==> src/hw/rtl/cda_pkg.sv <==
`default_nettype none

package cda_pkg;

	localparam int DAY_W  = 5;
	localparam int MON_W  = 4;
	localparam int YEAR_W = 14;
	localparam int CNT_W  = 22;
	localparam int ACC_W  = 24;

	localparam int YEAR_FIELD_MAX = 16383;

	localparam logic [ACC_W-1:0] DAYS_400Y = ACC_W'(146097);
	localparam logic [ACC_W-1:0] DAYS_100Y = ACC_W'(36524);
	localparam logic [ACC_W-1:0] DAYS_4Y   = ACC_W'(1461);
	localparam logic [ACC_W-1:0] DAYS_1Y   = ACC_W'(365);
	localparam logic [CNT_W-1:0] COUNT_MAX = {CNT_W{1'b1}};

	localparam logic KIND_DIFF = 1'b0;
	localparam logic KIND_ADD  = 1'b1;

	localparam logic [1:0] STAT_OK     = 2'd0;
	localparam logic [1:0] STAT_BEFORE = 2'd1;
	localparam logic [1:0] STAT_OVF    = 2'd2;

	typedef struct packed {
		logic             sub;
		logic [ACC_W-1:0] a;
		logic [ACC_W-1:0] b;
	} alu_req_t;

	typedef struct packed {
		logic [ACC_W-1:0] res;
		logic             borrow;
	} alu_rsp_t;

	function automatic logic [DAY_W-1:0] month_len(input logic [MON_W-1:0] m, input logic leap);
		logic [DAY_W-1:0] n;
		case (m)
			4'd2: n = leap ? 5'd29 : 5'd28;
			4'd4, 4'd6, 4'd9, 4'd11: n = 5'd30;
			default: n = 5'd31;
		endcase
		return n;
	endfunction

	function automatic logic [8:0] cum_days(input logic [MON_W-1:0] m);
		logic [8:0] n;
		case (m)
			4'd2: n = 9'd31;
			4'd3: n = 9'd59;
			4'd4: n = 9'd90;
			4'd5: n = 9'd120;
			4'd6: n = 9'd151;
			4'd7: n = 9'd181;
			4'd8: n = 9'd212;
			4'd9: n = 9'd243;
			4'd10: n = 9'd273;
			4'd11: n = 9'd304;
			4'd12: n = 9'd334;
			default: n = 9'd0;
		endcase
		return n;
	endfunction

endpackage

`default_nettype wire

==> src/hw/rtl/cda_alu.sv <==
`default_nettype none

module cda_alu (
	input  wire cda_pkg::alu_req_t req,
	output cda_pkg::alu_rsp_t      rsp
);

	logic [cda_pkg::ACC_W:0] full;

	assign full = req.sub ? ({1'b0, req.a} - {1'b0, req.b}) : ({1'b0, req.a} + {1'b0, req.b});

	assign rsp.res    = full[cda_pkg::ACC_W-1:0];
	assign rsp.borrow = full[cda_pkg::ACC_W];

endmodule

`default_nettype wire

==> src/hw/rtl/cda_clamp.sv <==
`default_nettype none

module cda_clamp #(
	parameter int TOP_YEAR = 9999
) (
	input  wire logic [cda_pkg::DAY_W-1:0]  day,
	input  wire logic [cda_pkg::MON_W-1:0]  month,
	input  wire logic [cda_pkg::YEAR_W-1:0] year,
	output logic      [cda_pkg::DAY_W-1:0]  day_c,
	output logic      [cda_pkg::MON_W-1:0]  month_c,
	output logic      [cda_pkg::YEAR_W-1:0] year_m1
);

	localparam logic [cda_pkg::YEAR_W-1:0] TOP = cda_pkg::YEAR_W'(TOP_YEAR);

	logic [cda_pkg::YEAR_W-1:0] year_c;

	always_comb begin
		if (year == '0) begin
			year_c = cda_pkg::YEAR_W'(1);
		end else if (year > TOP) begin
			year_c = TOP;
		end else begin
			year_c = year;
		end
		if (month == '0) begin
			month_c = cda_pkg::MON_W'(1);
		end else if (month > cda_pkg::MON_W'(12)) begin
			month_c = cda_pkg::MON_W'(12);
		end else begin
			month_c = month;
		end
		day_c   = (day == '0) ? cda_pkg::DAY_W'(1) : day;
		year_m1 = year_c - cda_pkg::YEAR_W'(1);
	end

endmodule

`default_nettype wire

==> src/hw/rtl/calendar_date_arithmetic.sv <==
// Gregorian date arithmetic unit.
// Command channel: drive kind, both dates and day_count with start high; the
// transaction is taken at a rising edge where start is high and busy is low.
// busy stays high from the cycle after that edge until the result goes out.
// Result channel: done is high for exactly one cycle with days_between,
// result_day, result_month, result_year and status; the receiver cannot stall
// and must take it in that cycle. busy falls in the same cycle, so the next
// command may be taken at the edge that ends it.
// Each date is reduced to a day number by stepping one shared adder over the
// 400-, 100-, 4- and 1-year blocks of (year - 1), one block per cycle, then
// adding month and day. Kind 0 subtracts date b from date a; kind 1 adds the
// count to date a, checks it against the top year, and splits the sum back
// through the same blocks and then one month per cycle.
// Reset returns the sequencer to idle and drops done; no command is in work.
`default_nettype none

module calendar_date_arithmetic #(
	parameter int MAX_YEAR = 9999
) (
	input  wire logic                         clk,
	input  wire logic                         arst_n,
	input  wire logic                         start,
	output logic                              busy,
	input  wire logic                         kind,
	input  wire logic [cda_pkg::DAY_W-1:0]    day_a,
	input  wire logic [cda_pkg::MON_W-1:0]    month_a,
	input  wire logic [cda_pkg::YEAR_W-1:0]   year_a,
	input  wire logic [cda_pkg::DAY_W-1:0]    day_b,
	input  wire logic [cda_pkg::MON_W-1:0]    month_b,
	input  wire logic [cda_pkg::YEAR_W-1:0]   year_b,
	input  wire logic [cda_pkg::CNT_W-1:0]    day_count,
	output logic                              done,
	output logic      [cda_pkg::CNT_W-1:0]    days_between,
	output logic      [cda_pkg::DAY_W-1:0]    result_day,
	output logic      [cda_pkg::MON_W-1:0]    result_month,
	output logic      [cda_pkg::YEAR_W-1:0]   result_year,
	output logic      [1:0]                   status
);

	localparam int TOP_YEAR = (MAX_YEAR > cda_pkg::YEAR_FIELD_MAX) ? cda_pkg::YEAR_FIELD_MAX :
		((MAX_YEAR < 1) ? 1 : MAX_YEAR);
	localparam int LAST_SERIAL = 365 * TOP_YEAR + TOP_YEAR / 4 - TOP_YEAR / 100
		+ TOP_YEAR / 400 - 1;
	localparam logic [cda_pkg::ACC_W-1:0] LAST = cda_pkg::ACC_W'(LAST_SERIAL);
	localparam logic [cda_pkg::YEAR_W-1:0] TOP = cda_pkg::YEAR_W'(TOP_YEAR);

	typedef enum logic [3:0] {
		ST_IDLE, ST_S400, ST_S100, ST_S4, ST_S1, ST_SMD, ST_DIFF, ST_ADD, ST_CHK,
		ST_D400, ST_D100, ST_D4, ST_D1, ST_DMON
	} state_t;

	state_t state_q;

	logic                         kind_q;
	logic                         second_q;
	logic [cda_pkg::CNT_W-1:0]    cnt_q;
	logic [cda_pkg::DAY_W-1:0]    day_q;
	logic [cda_pkg::MON_W-1:0]    mon_q;
	logic [cda_pkg::YEAR_W-1:0]   p_q;
	logic [cda_pkg::DAY_W-1:0]    db_q;
	logic [cda_pkg::MON_W-1:0]    mb_q;
	logic [cda_pkg::YEAR_W-1:0]   pb_q;
	logic [cda_pkg::ACC_W-1:0]    acc_q;
	logic [cda_pkg::ACC_W-1:0]    sa_q;
	logic [cda_pkg::YEAR_W-1:0]   yr_q;
	logic [1:0]                   b_q;
	logic [4:0]                   c_q;
	logic [1:0]                   e_q;

	logic                         done_q;
	logic [cda_pkg::CNT_W-1:0]    days_q;
	logic [cda_pkg::DAY_W-1:0]    rday_q;
	logic [cda_pkg::MON_W-1:0]    rmon_q;
	logic [cda_pkg::YEAR_W-1:0]   ryear_q;
	logic [1:0]                   status_q;

	logic [cda_pkg::DAY_W-1:0]    day_ac, day_bc;
	logic [cda_pkg::MON_W-1:0]    mon_ac, mon_bc;
	logic [cda_pkg::YEAR_W-1:0]   p_ac, p_bc;

	cda_pkg::alu_req_t            alu_req;
	cda_pkg::alu_rsp_t            alu_rsp;

	logic                         leap_w;
	logic [cda_pkg::DAY_W-1:0]    mlen_w;
	logic [cda_pkg::DAY_W-1:0]    dd_w;
	logic [cda_pkg::ACC_W-1:0]    md_op_w;

	cda_clamp #(.TOP_YEAR(TOP_YEAR)) u_clamp_a (
		.day(day_a), .month(month_a), .year(year_a),
		.day_c(day_ac), .month_c(mon_ac), .year_m1(p_ac)
	);

	cda_clamp #(.TOP_YEAR(TOP_YEAR)) u_clamp_b (
		.day(day_b), .month(month_b), .year(year_b),
		.day_c(day_bc), .month_c(mon_bc), .year_m1(p_bc)
	);

	cda_alu u_alu (
		.req(alu_req),
		.rsp(alu_rsp)
	);

	always_comb begin
		leap_w  = (e_q == 2'd3) && ((c_q != 5'd24) || (b_q == 2'd3));
		mlen_w  = cda_pkg::month_len(mon_q, leap_w);
		dd_w    = (day_q > mlen_w) ? mlen_w : day_q;
		md_op_w = cda_pkg::ACC_W'(cda_pkg::cum_days(mon_q))
			+ cda_pkg::ACC_W'(leap_w && (mon_q > cda_pkg::MON_W'(2)))
			+ cda_pkg::ACC_W'(dd_w) - cda_pkg::ACC_W'(1);

		alu_req.sub = 1'b0;
		alu_req.a   = acc_q;
		alu_req.b   = '0;
		unique case (state_q)
			ST_S400: alu_req.b = cda_pkg::DAYS_400Y;
			ST_S100: alu_req.b = cda_pkg::DAYS_100Y;
			ST_S4:   alu_req.b = cda_pkg::DAYS_4Y;
			ST_S1:   alu_req.b = cda_pkg::DAYS_1Y;
			ST_SMD:  alu_req.b = md_op_w;
			ST_DIFF: begin
				alu_req.sub = 1'b1;
				alu_req.a   = sa_q;
				alu_req.b   = acc_q;
			end
			ST_ADD: begin
				alu_req.a = sa_q;
				alu_req.b = cda_pkg::ACC_W'(cnt_q);
			end
			ST_CHK: begin
				alu_req.sub = 1'b1;
				alu_req.a   = LAST;
				alu_req.b   = acc_q;
			end
			ST_D400: begin
				alu_req.sub = 1'b1;
				alu_req.b   = cda_pkg::DAYS_400Y;
			end
			ST_D100: begin
				alu_req.sub = 1'b1;
				alu_req.b   = cda_pkg::DAYS_100Y;
			end
			ST_D4: begin
				alu_req.sub = 1'b1;
				alu_req.b   = cda_pkg::DAYS_4Y;
			end
			ST_D1: begin
				alu_req.sub = 1'b1;
				alu_req.b   = cda_pkg::DAYS_1Y;
			end
			ST_DMON: begin
				alu_req.sub = 1'b1;
				alu_req.b   = cda_pkg::ACC_W'(mlen_w);
			end
			ST_IDLE: alu_req.b = '0;
		endcase
	end

	always_ff @(posedge clk or negedge arst_n) begin
		if (!arst_n) begin
			state_q  <= ST_IDLE;
			done_q   <= 1'b0;
			kind_q   <= 1'b0;
			second_q <= 1'b0;
			cnt_q    <= '0;
			day_q    <= '0;
			mon_q    <= '0;
			p_q      <= '0;
			db_q     <= '0;
			mb_q     <= '0;
			pb_q     <= '0;
			acc_q    <= '0;
			sa_q     <= '0;
			yr_q     <= '0;
			b_q      <= '0;
			c_q      <= '0;
			e_q      <= '0;
			days_q   <= '0;
			rday_q   <= '0;
			rmon_q   <= '0;
			ryear_q  <= '0;
			status_q <= cda_pkg::STAT_OK;
		end else begin
			done_q <= 1'b0;
			unique case (state_q)
				ST_IDLE: begin
					if (start) begin
						kind_q   <= kind;
						cnt_q    <= day_count;
						day_q    <= day_ac;
						mon_q    <= mon_ac;
						p_q      <= p_ac;
						db_q     <= day_bc;
						mb_q     <= mon_bc;
						pb_q     <= p_bc;
						acc_q    <= '0;
						b_q      <= '0;
						c_q      <= '0;
						e_q      <= '0;
						second_q <= 1'b0;
						state_q  <= ST_S400;
					end
				end
				ST_S400: begin
					if (p_q >= cda_pkg::YEAR_W'(400)) begin
						p_q   <= p_q - cda_pkg::YEAR_W'(400);
						acc_q <= alu_rsp.res;
					end else begin
						state_q <= ST_S100;
					end
				end
				ST_S100: begin
					if (p_q >= cda_pkg::YEAR_W'(100)) begin
						p_q   <= p_q - cda_pkg::YEAR_W'(100);
						acc_q <= alu_rsp.res;
						b_q   <= b_q + 2'd1;
					end else begin
						state_q <= ST_S4;
					end
				end
				ST_S4: begin
					if (p_q >= cda_pkg::YEAR_W'(4)) begin
						p_q   <= p_q - cda_pkg::YEAR_W'(4);
						acc_q <= alu_rsp.res;
						c_q   <= c_q + 5'd1;
					end else begin
						state_q <= ST_S1;
					end
				end
				ST_S1: begin
					if (p_q != '0) begin
						p_q   <= p_q - cda_pkg::YEAR_W'(1);
						acc_q <= alu_rsp.res;
						e_q   <= e_q + 2'd1;
					end else begin
						state_q <= ST_SMD;
					end
				end
				ST_SMD: begin
					if (second_q) begin
						acc_q   <= alu_rsp.res;
						state_q <= ST_DIFF;
					end else begin
						sa_q <= alu_rsp.res;
						if (kind_q == cda_pkg::KIND_ADD) begin
							state_q <= ST_ADD;
						end else begin
							second_q <= 1'b1;
							day_q    <= db_q;
							mon_q    <= mb_q;
							p_q      <= pb_q;
							acc_q    <= '0;
							b_q      <= '0;
							c_q      <= '0;
							e_q      <= '0;
							state_q  <= ST_S400;
						end
					end
				end
				ST_DIFF: begin
					rday_q  <= '0;
					rmon_q  <= '0;
					ryear_q <= '0;
					if (alu_rsp.borrow) begin
						days_q   <= '0;
						status_q <= cda_pkg::STAT_BEFORE;
					end else begin
						status_q <= cda_pkg::STAT_OK;
						if (alu_rsp.res[cda_pkg::ACC_W-1:cda_pkg::CNT_W] != '0) begin
							days_q <= cda_pkg::COUNT_MAX;
						end else begin
							days_q <= alu_rsp.res[cda_pkg::CNT_W-1:0];
						end
					end
					done_q  <= 1'b1;
					state_q <= ST_IDLE;
				end
				ST_ADD: begin
					acc_q   <= alu_rsp.res;
					state_q <= ST_CHK;
				end
				ST_CHK: begin
					if (alu_rsp.borrow) begin
						days_q   <= '0;
						rday_q   <= cda_pkg::DAY_W'(31);
						rmon_q   <= cda_pkg::MON_W'(12);
						ryear_q  <= TOP;
						status_q <= cda_pkg::STAT_OVF;
						done_q   <= 1'b1;
						state_q  <= ST_IDLE;
					end else begin
						yr_q    <= cda_pkg::YEAR_W'(1);
						mon_q   <= cda_pkg::MON_W'(1);
						b_q     <= '0;
						c_q     <= '0;
						e_q     <= '0;
						state_q <= ST_D400;
					end
				end
				ST_D400: begin
					if (!alu_rsp.borrow) begin
						acc_q <= alu_rsp.res;
						yr_q  <= yr_q + cda_pkg::YEAR_W'(400);
					end else begin
						state_q <= ST_D100;
					end
				end
				ST_D100: begin
					if (!alu_rsp.borrow && (b_q != 2'd3)) begin
						acc_q <= alu_rsp.res;
						yr_q  <= yr_q + cda_pkg::YEAR_W'(100);
						b_q   <= b_q + 2'd1;
					end else begin
						state_q <= ST_D4;
					end
				end
				ST_D4: begin
					if (!alu_rsp.borrow) begin
						acc_q <= alu_rsp.res;
						yr_q  <= yr_q + cda_pkg::YEAR_W'(4);
						c_q   <= c_q + 5'd1;
					end else begin
						state_q <= ST_D1;
					end
				end
				ST_D1: begin
					if (!alu_rsp.borrow && (e_q != 2'd3)) begin
						acc_q <= alu_rsp.res;
						yr_q  <= yr_q + cda_pkg::YEAR_W'(1);
						e_q   <= e_q + 2'd1;
					end else begin
						state_q <= ST_DMON;
					end
				end
				ST_DMON: begin
					if (!alu_rsp.borrow && (mon_q != cda_pkg::MON_W'(12))) begin
						acc_q <= alu_rsp.res;
						mon_q <= mon_q + cda_pkg::MON_W'(1);
					end else begin
						days_q   <= '0;
						rday_q   <= acc_q[cda_pkg::DAY_W-1:0] + cda_pkg::DAY_W'(1);
						rmon_q   <= mon_q;
						ryear_q  <= yr_q;
						status_q <= cda_pkg::STAT_OK;
						done_q   <= 1'b1;
						state_q  <= ST_IDLE;
					end
				end
			endcase
		end
	end

	assign busy         = (state_q != ST_IDLE);
	assign done         = done_q;
	assign days_between = days_q;
	assign result_day   = rday_q;
	assign result_month = rmon_q;
	assign result_year  = ryear_q;
	assign status       = status_q;

endmodule

`default_nettype wire

==> config.mk <==
export PLATFORM = sky130hd
export DESIGN_NAME = calendar_date_arithmetic
export DESIGN_NICKNAME = d
export VERILOG_FILES = /design/src/hw/rtl/cda_pkg.sv /design/src/hw/rtl/cda_alu.sv /design/src/hw/rtl/cda_clamp.sv /design/src/hw/rtl/calendar_date_arithmetic.sv
export SDC_FILE = /design/constraint.sdc
export NUM_CORES = 1
export LEC_CHECK = 0
export ABC_CLOCK_PERIOD_IN_PS = 10300
export BUFFER_PORTS_ARGS = -buffer_cell sky130_fd_sc_hd__buf_4
export CAP_MARGIN = 20
export CORE_MARGIN = 4
export CORE_UTILIZATION = 55
export CTS_BUF_LIST = sky130_fd_sc_hd__clkbuf_4 sky130_fd_sc_hd__clkbuf_8
export CTS_CLUSTER_SIZE = 16
export DETAILED_ROUTE_END_ITERATION = 8
export PLACE_DENSITY_LB_ADDON = 0.08
export SETUP_SLACK_MARGIN = 0.02
export SLEW_MARGIN = 20
export SYNTH_ARGS = -nofsm -noshare
export SYNTH_HDL_FRONTEND = slang
export SYNTH_SLANG_ARGS = --single-unit
==> constraint.sdc <==
create_clock -name clk -period 10.3 [get_ports clk]
set_clock_uncertainty 0.05 [all_clocks]
set_input_delay 2.06 -clock clk [delete_from_list [all_inputs] [get_ports clk]]
set_output_delay 2.06 -clock clk [all_outputs]
set_load 0.01 [all_outputs]
==> flow_summary_export.csv, run 1 <==
group,metric,value,unit
logic_synthesis,synthFlopType,"dfrtp_1",
timing,max_freq,109,MHz
clock_tree,path_clk_slew,0.11,ns
timing,setup_tns,0,ns
logic_synthesis,synth_area,0.0142,sq mm
floorplanning,die_area,0.0285,sq mm
clock_tree,clkLatencyLatePin,0.49,ns
pwr,peakVddDrop,0.0708,mV
clock_tree,hold_buffers,0,
global_route,grt_first_pass_wirelength,70900,microns
setup_path,path_class,"reg2reg",
floorplanning,ios,121,
placement,gp_congestion,0.986,
clock_tree,h-tree-depth,4,
detailed_routing,ant_nets,0,
timing,drv_slew,0,
setup_path,critPathMaxFanout,56,
clock_tree,clock-sinks,193,
timing,holdWs,0.442,ns
logic_synthesis,yosys-top-cells-count,"255 x nand2_1, 193 x dfrtp_1, 161 x o21ai_0",
logic_synthesis,synth.top_cells.by_area,"dfrtp_1 34%, nand2_1 6.7%, ha_1 6.1%, o21ai_0 5.7%, a21oi_1 4.9%",
setup_path,crit_path_start_kind,"flop",
global_route,grt_use_total,30.7,%
detailed_routing,drt_iter0_drc,1356,
timing,final_hold_viol_count,0,
final_layout,fillers,2326,
global_route,overflow,0,
floorplanning,start_util,56.3,%
global_route,grt_max_degree,115,
placement,dp_hpwl,32800,microns
logic_synthesis,syn_inst,1743,
logic_synthesis,syn_nets,1886,
pwr,leakage,7.20,nW
final_layout,n_antenna_cell,0,
setup_path,required,10.62,ns
detailed_routing,drt_pre_antenna_iters,6,
clock_tree,cts_tree,"yes",
timing,finalSetupViolCount,0,
setup_path,slowest_delay,0.73,ns
setup_path,cp_slowest_cell,"a311o_1",
logic_synthesis,synth-edff-count,0,
global_route,antenna_found_initial,0,
logic_synthesis,synth.top_cell.area_share,33.9,%
detailed_routing,vias,13700,
outcome,status,"finished clean",
logic_synthesis,synthesis.yosys.warnings,0,
logic_synthesis,synth_area_leader_cell,"dfrtp_1",
global_route,grt_pass1_vias,13000,
logic_synthesis,ys_seq_elements,193,
clock_tree,cts_resized,0,
final_layout,area_delta_synth_final,10.3,%
clock_tree,cts_root_buffer,"clkbuf_8",
timing,period_share,89.3,%
timing,fin_crit,9.20,ns
final_layout,drive_gt1_share,13.8,%
clock_tree,cts_buffer_depth,2,
logic_synthesis,synthArstFlopShare,100,%
setup_path,cp_common_cell,"ha_1",
placement,place_inst,2112,
setup_path,endpoint_kind,"flop",
run,max_cap_viol_count,0,
setup_path,cp_top_family,"compound AO/OA/AOI/OAI gates",
logic_synthesis,synth-seq-area-share,33.9,%
timing,rsz0062_at_grt,"false",
detailed_routing,via_per_inst,6.39,
final_layout,final_cells,2144,
clock_tree,cts_setup_buffers,0,
pwr,power,0.00135,W
floorplanning,core_area,0.0253,sq mm
pwr,pwr_density_cell,86.1,mW/mm^2
setup_path,path_buf_inv,2,
min_path,hp-class,"reg2reg",
floorplanning,num_rows,58,
logic_synthesis,synth_area_per_cell,8.17,sq um
timing,worstMarginPinSlew,1.07,ns
placement,numPortBuffers,120,
clock_tree,cts_inserted_buffers,17,
logic_synthesis,synth_cell_types,95,
floorplanning,die_y,169,microns
detailed_routing,drc,0,
final_layout,nNetsFinal,1944,
detailed_routing,drt-total-wl,44300,microns
floorplanning,die_x,169,microns
timing,relSlewSlack,28.5,%
setup_path,worstPathArrival,9.51,ns
logic_synthesis,synth_most_common_cell,"nand2_1",
detailed_routing,wl_per_cell,20.7,microns
==> per-layer routing <==
layer / global-route usage [%] / share of wire, %
met5: 0 / 0
met3: 4.09 / 6.9
met2: 47.0 / 44
met1: 46.5 / 47
met4: 6.35 / 1.3
==> through the flow <==
stage	setup slack, ns	cell area, sq um	util (%)
3_3_place_gp	1.60	15300	60.3
4_1_cts	1.29	15700	62.0
6_report	1.10	15700	62.1
5_1_grt	0.499	15700	62.1
3_5_place_dp	1.36	15300	60.3
2_1_floorplan	2.93	14200	-
==> kinds of logic (layout without fill, tap and decap cells) <==
kind of cell,after synthesis,after routing,share of synthesized area (%)
mux,51,51,3.92
buf+inv,160,231,4.87
compound gates,567,567,25.9
fa+ha+maj,71,71,6.34
xor+xnor,72,72,4.43
simple gates,629,629,20.7
flops,193,193,33.9
==> layout make-up <==
| type | instances | area, sq um | share of cell area [%] |
|---|---|---|---|
| Multi-Input combinational cell | 1390 | 8760 | 55.7 |
| Sequential cell | 193 | 4830 | 30.7 |
| Timing Repair Buffer | 142 | 1080 | 6.85 |
| Tap cell | 330 | 413 | 2.63 |
| Clock buffer | 19 | 255 | 1.62 |
| Inverter | 57 | 214 | 1.36 |
| Clock inverter | 13 | 168 | 1.07 |
==> report_power, final <==
part	leakage [nW]	switching, W	total (W)	internal, W
Clock	0.215	0.000323	0.000540	0.000216
Combinational	4.38	0.0000332	0.0000572	0.0000240
Sequential	2.60	0	0.000757	0.000757
==> cells in the final DEF, fill, tap and decap left out, drive strengths merged, types with 10 or more instances in the layout <==
cell type	instances
nor3	64
o31ai	25
a21o	17
o21ai	171
and2	13
mux2	38
ha	69
a22o	24
nand3	30
nor3b	17
a21oi	141
o22a	12
nor2b	16
and3	10
a22oi	11
xor2	29
nand2	256
nor2	137
mux2i	13
a31oi	13
nand4	12
o22ai	24
a211oi	17
dfrtp	193
nand2b	22
xnor2	43
a221oi	14
nor4	13
inv	64
clkbuf	20
buf	141
==> final timing paths <==
path	start	endpoint	slack (ns)	depth (start not counted)
max	b_q[0]	result_day[4]	1.10	33
min	result_month[1]	result_month[1]	0.44	2
max reg2reg	b_q[0]	result_day[4]	1.10	33
min reg2reg	result_month[1]	result_month[1]	0.44	2
max in group asynchronous	arst_n	cnt_q[0]	7.33	2
min in group asynchronous	arst_n	result_year[12]	1.58	1
==> worst register-to-register path, delay by kind of cell, from the launching register on <==
kind	cells	cell delay (ns)
compound gates	15	4.26
fa+ha+maj	6	1.84
simple gates	8	1.38
mux	2	0.57
buf+inv	2	0.54
flops	1	0.42
==> state kept, by name (all words and copies together), names as in the netlist <==
signal,flops
done,1
status,2
b_q,2
acc_q,24
mb_q,4
p_q,14
state_q,4
result_day,5
kind_q,1
result_year,14
e_q,2
pb_q,14
mon_q,4
yr_q,14
result_month,4
cnt_q,22
second_q,1
c_q,5
day_q,5
db_q,5
days_between,22
sa_q,24
Note: power is estimated with default switching activity, not from simulation.
==> inputs of run 2 (changes only) <==
--- a/config.mk
+++ b/config.mk
@@ -14,6 +14,7 @@
 export CTS_CLUSTER_SIZE = 16
 export DETAILED_ROUTE_END_ITERATION = 8
 export PLACE_DENSITY_LB_ADDON = 0.08
+export RECOVER_POWER = 50
 export SETUP_SLACK_MARGIN = 0.02
 export SLEW_MARGIN = 20
 export SYNTH_ARGS = -nofsm -noshare
==> run 2 against run 1 <==
The flow now finishes with violations (max-capacitance violations, max-slew violations). Non-clock buffer count unchanged. Cell count is the same. Largest power group unchanged. Fmax shrank 0.27%. Combinational power down 2%. Largest cell class unchanged.
==> flow_summary_export.csv, run 2 (synthesized netlist as in run 1, its figures left out) <==
group,metric,value,unit
outcome,status,"finished with violations",
outcome,violations,"max-capacitance violations, max-slew violations",
clock_tree,cts_tree,"yes",
clock_tree,cts_setup_buffers,0,
timing,max_freq,108,MHz
final_layout,final_cell_mix,"255 x nand2_1, 191 x dfrtp_1, 161 x o21ai_0",
timing,setup_tns,0,ns
global_route,antenna_found_initial,0,
setup_path,cp_common_cell,"ha_1",
final_layout,n_antenna_cell,0,
clock_tree,hold_buffers,0,
final_layout,utilization,61.4,%
clock_tree,path_clk_slew,0.10,ns
placement,place_inst,2112,
setup_path,worstReg2RegStart,"mon_q[0]",
timing,relSlewSlack,-304,%
final_layout,area_delta_synth_final,9.17,%
clock_tree,clock-sinks,193,
pwr,peakVddDrop,0.0710,mV
clock_tree,clkLatencyLatePin,0.49,ns
setup_path,critPathMaxFanout,56,
setup_path,path_buf_inv,3,
final_layout,nNetsFinal,1944,
clock_tree,h-tree-depth,4,
timing,drv_slew,266,
timing,final_hold_viol_count,0,
pwr,leakage,7.02,nW
setup_path,crit_path_start_kind,"flop",
setup_path,r2r_end,"result_day[4]",
setup_path,slowest_delay,0.75,ns
setup_path,r2r_setup_slack,1.08,ns
setup_path,path_depth,33,
setup_path,endpoint_kind,"flop",
final_layout,reg_top3,"acc_q x24, sa_q x24",
global_route,grt_pass1_vias,13000,
setup_path,required,10.62,ns
clock_tree,cts_inserted_buffers,17,
floorplanning,die_area,0.0285,sq mm
floorplanning,die_y,169,microns
timing,fin_crit,9.22,ns
placement,gp_congestion,0.986,
global_route,grt_first_pass_wirelength,70900,microns
floorplanning,core_area,0.0253,sq mm
detailed_routing,wl_per_cell,20.6,microns
detailed_routing,drt-total-wl,44300,microns
timing,finalSetupViolCount,0,
setup_path,path_class,"reg2reg",
setup_path,worstPathArrival,9.54,ns
final_layout,final_common_cell,"nand2_1",
clock_tree,cts_buffer_depth,2,
global_route,overflow,0,
placement,numPortBuffers,120,
timing,finalWorstSetupSlack,1.08,ns
global_route,grt_max_degree,115,
floorplanning,die_x,169,microns
placement,dp_hpwl,32800,microns
setup_path,rr_worst_depth,33,
floorplanning,start_util,56.3,%
floorplanning,num_rows,58,
detailed_routing,drc,0,
detailed_routing,drt_pre_antenna_iters,8,
floorplanning,ios,121,
setup_path,cp_top_family,"compound AO/OA/AOI/OAI gates",
timing,rsz0062_at_grt,"false",
global_route,grt_use_total,30.7,%
setup_path,cp_slowest_cell,"a311o_1",
run,max_cap_viol_count,3,
min_path,hp-class,"reg2reg",
detailed_routing,drt_iter0_drc,1336,
final_layout,final_cells,2144,
timing,worstMarginPinSlew,6.06,ns
detailed_routing,ant_nets,0,
setup_path,worstSetupStartpoint,"mon_q[0]",
pwr,pwr_density_cell,87.1,mW/mm^2
timing,period_share,89.5,%
final_layout,drive_gt1_share,11.6,%
clock_tree,cts_root_buffer,"clkbuf_8",
setup_path,crit_end,"result_day[4]",
placement,dpl_worst_slack,1.36,ns
clock_tree,cts_resized,0,
detailed_routing,vias,13700,
detailed_routing,via_per_inst,6.40,
run 2: per-layer routing:
layer,track usage (%),vias up,wire length [microns]
met5,0,-,0
met4,6.35,0,668
met3,4.09,54,3380
met2,47.0,590,19600
met1,46.5,6609,20700
li1,-,6466,-
run 2: how the worst min path moves through the flow:
stage	from	to	slack (ns)	depth (start not counted)
2_1_floorplan	sa_q[6]	sa_q[6]	0.40	2
3_3_place_gp	sa_q[4]	sa_q[4]	0.41	2
3_5_place_dp	sa_q[1]	sa_q[1]	0.42	2
4_1_cts	sa_q[15]	sa_q[15]	0.44	2
5_1_grt	sa_q[1]	sa_q[1]	0.45	2
6_report	days_between[9]	days_between[9]	0.44	2
run 2: tightest hold or removal path, stage by stage, from the launching register on:
cell and delay, ns:
dfrtp_1 0.36, nand2_1 0.04, o21ai_0 0.06
run 2: report_power, final:
part | total [W] | leakage [nW] | switching, W | internal [W]
clock | 0.000542 | 0.215 | 0.000325 | 0.000216
sequential | 0.000757 | 2.60 | 0 | 0.000757
combinational | 0.0000560 | 4.21 | 0.0000329 | 0.0000231
total | 0.00136 | 7.02 | 0.000358 | 0.000997
run 2: final cells by class:
cell class                      count  area (sq um)
Clock buffer                       19           255
Fill cell                        2359          9770
Sequential cell                   193          4830
Multi-Input combinational cell   1390          8760
Inverter                           57           214
Clock inverter                     13           168
Timing Repair Buffer              142           913
Tap cell                          330           413
run 2: per-stage QoR:
step / hold WS [ns] / cell area (sq um) / total power, W
2_1_floorplan: 0.396 / 14200 / 0.000784
3_3_place_gp: 0.415 / 15300 / 0.000829
3_5_place_dp: 0.415 / 15300 / 0.000829
4_1_cts: 0.443 / 15700 / 0.00137
5_1_grt: 0.452 / 15600 / 0.00140
6_report: 0.437 / 15600 / 0.00136
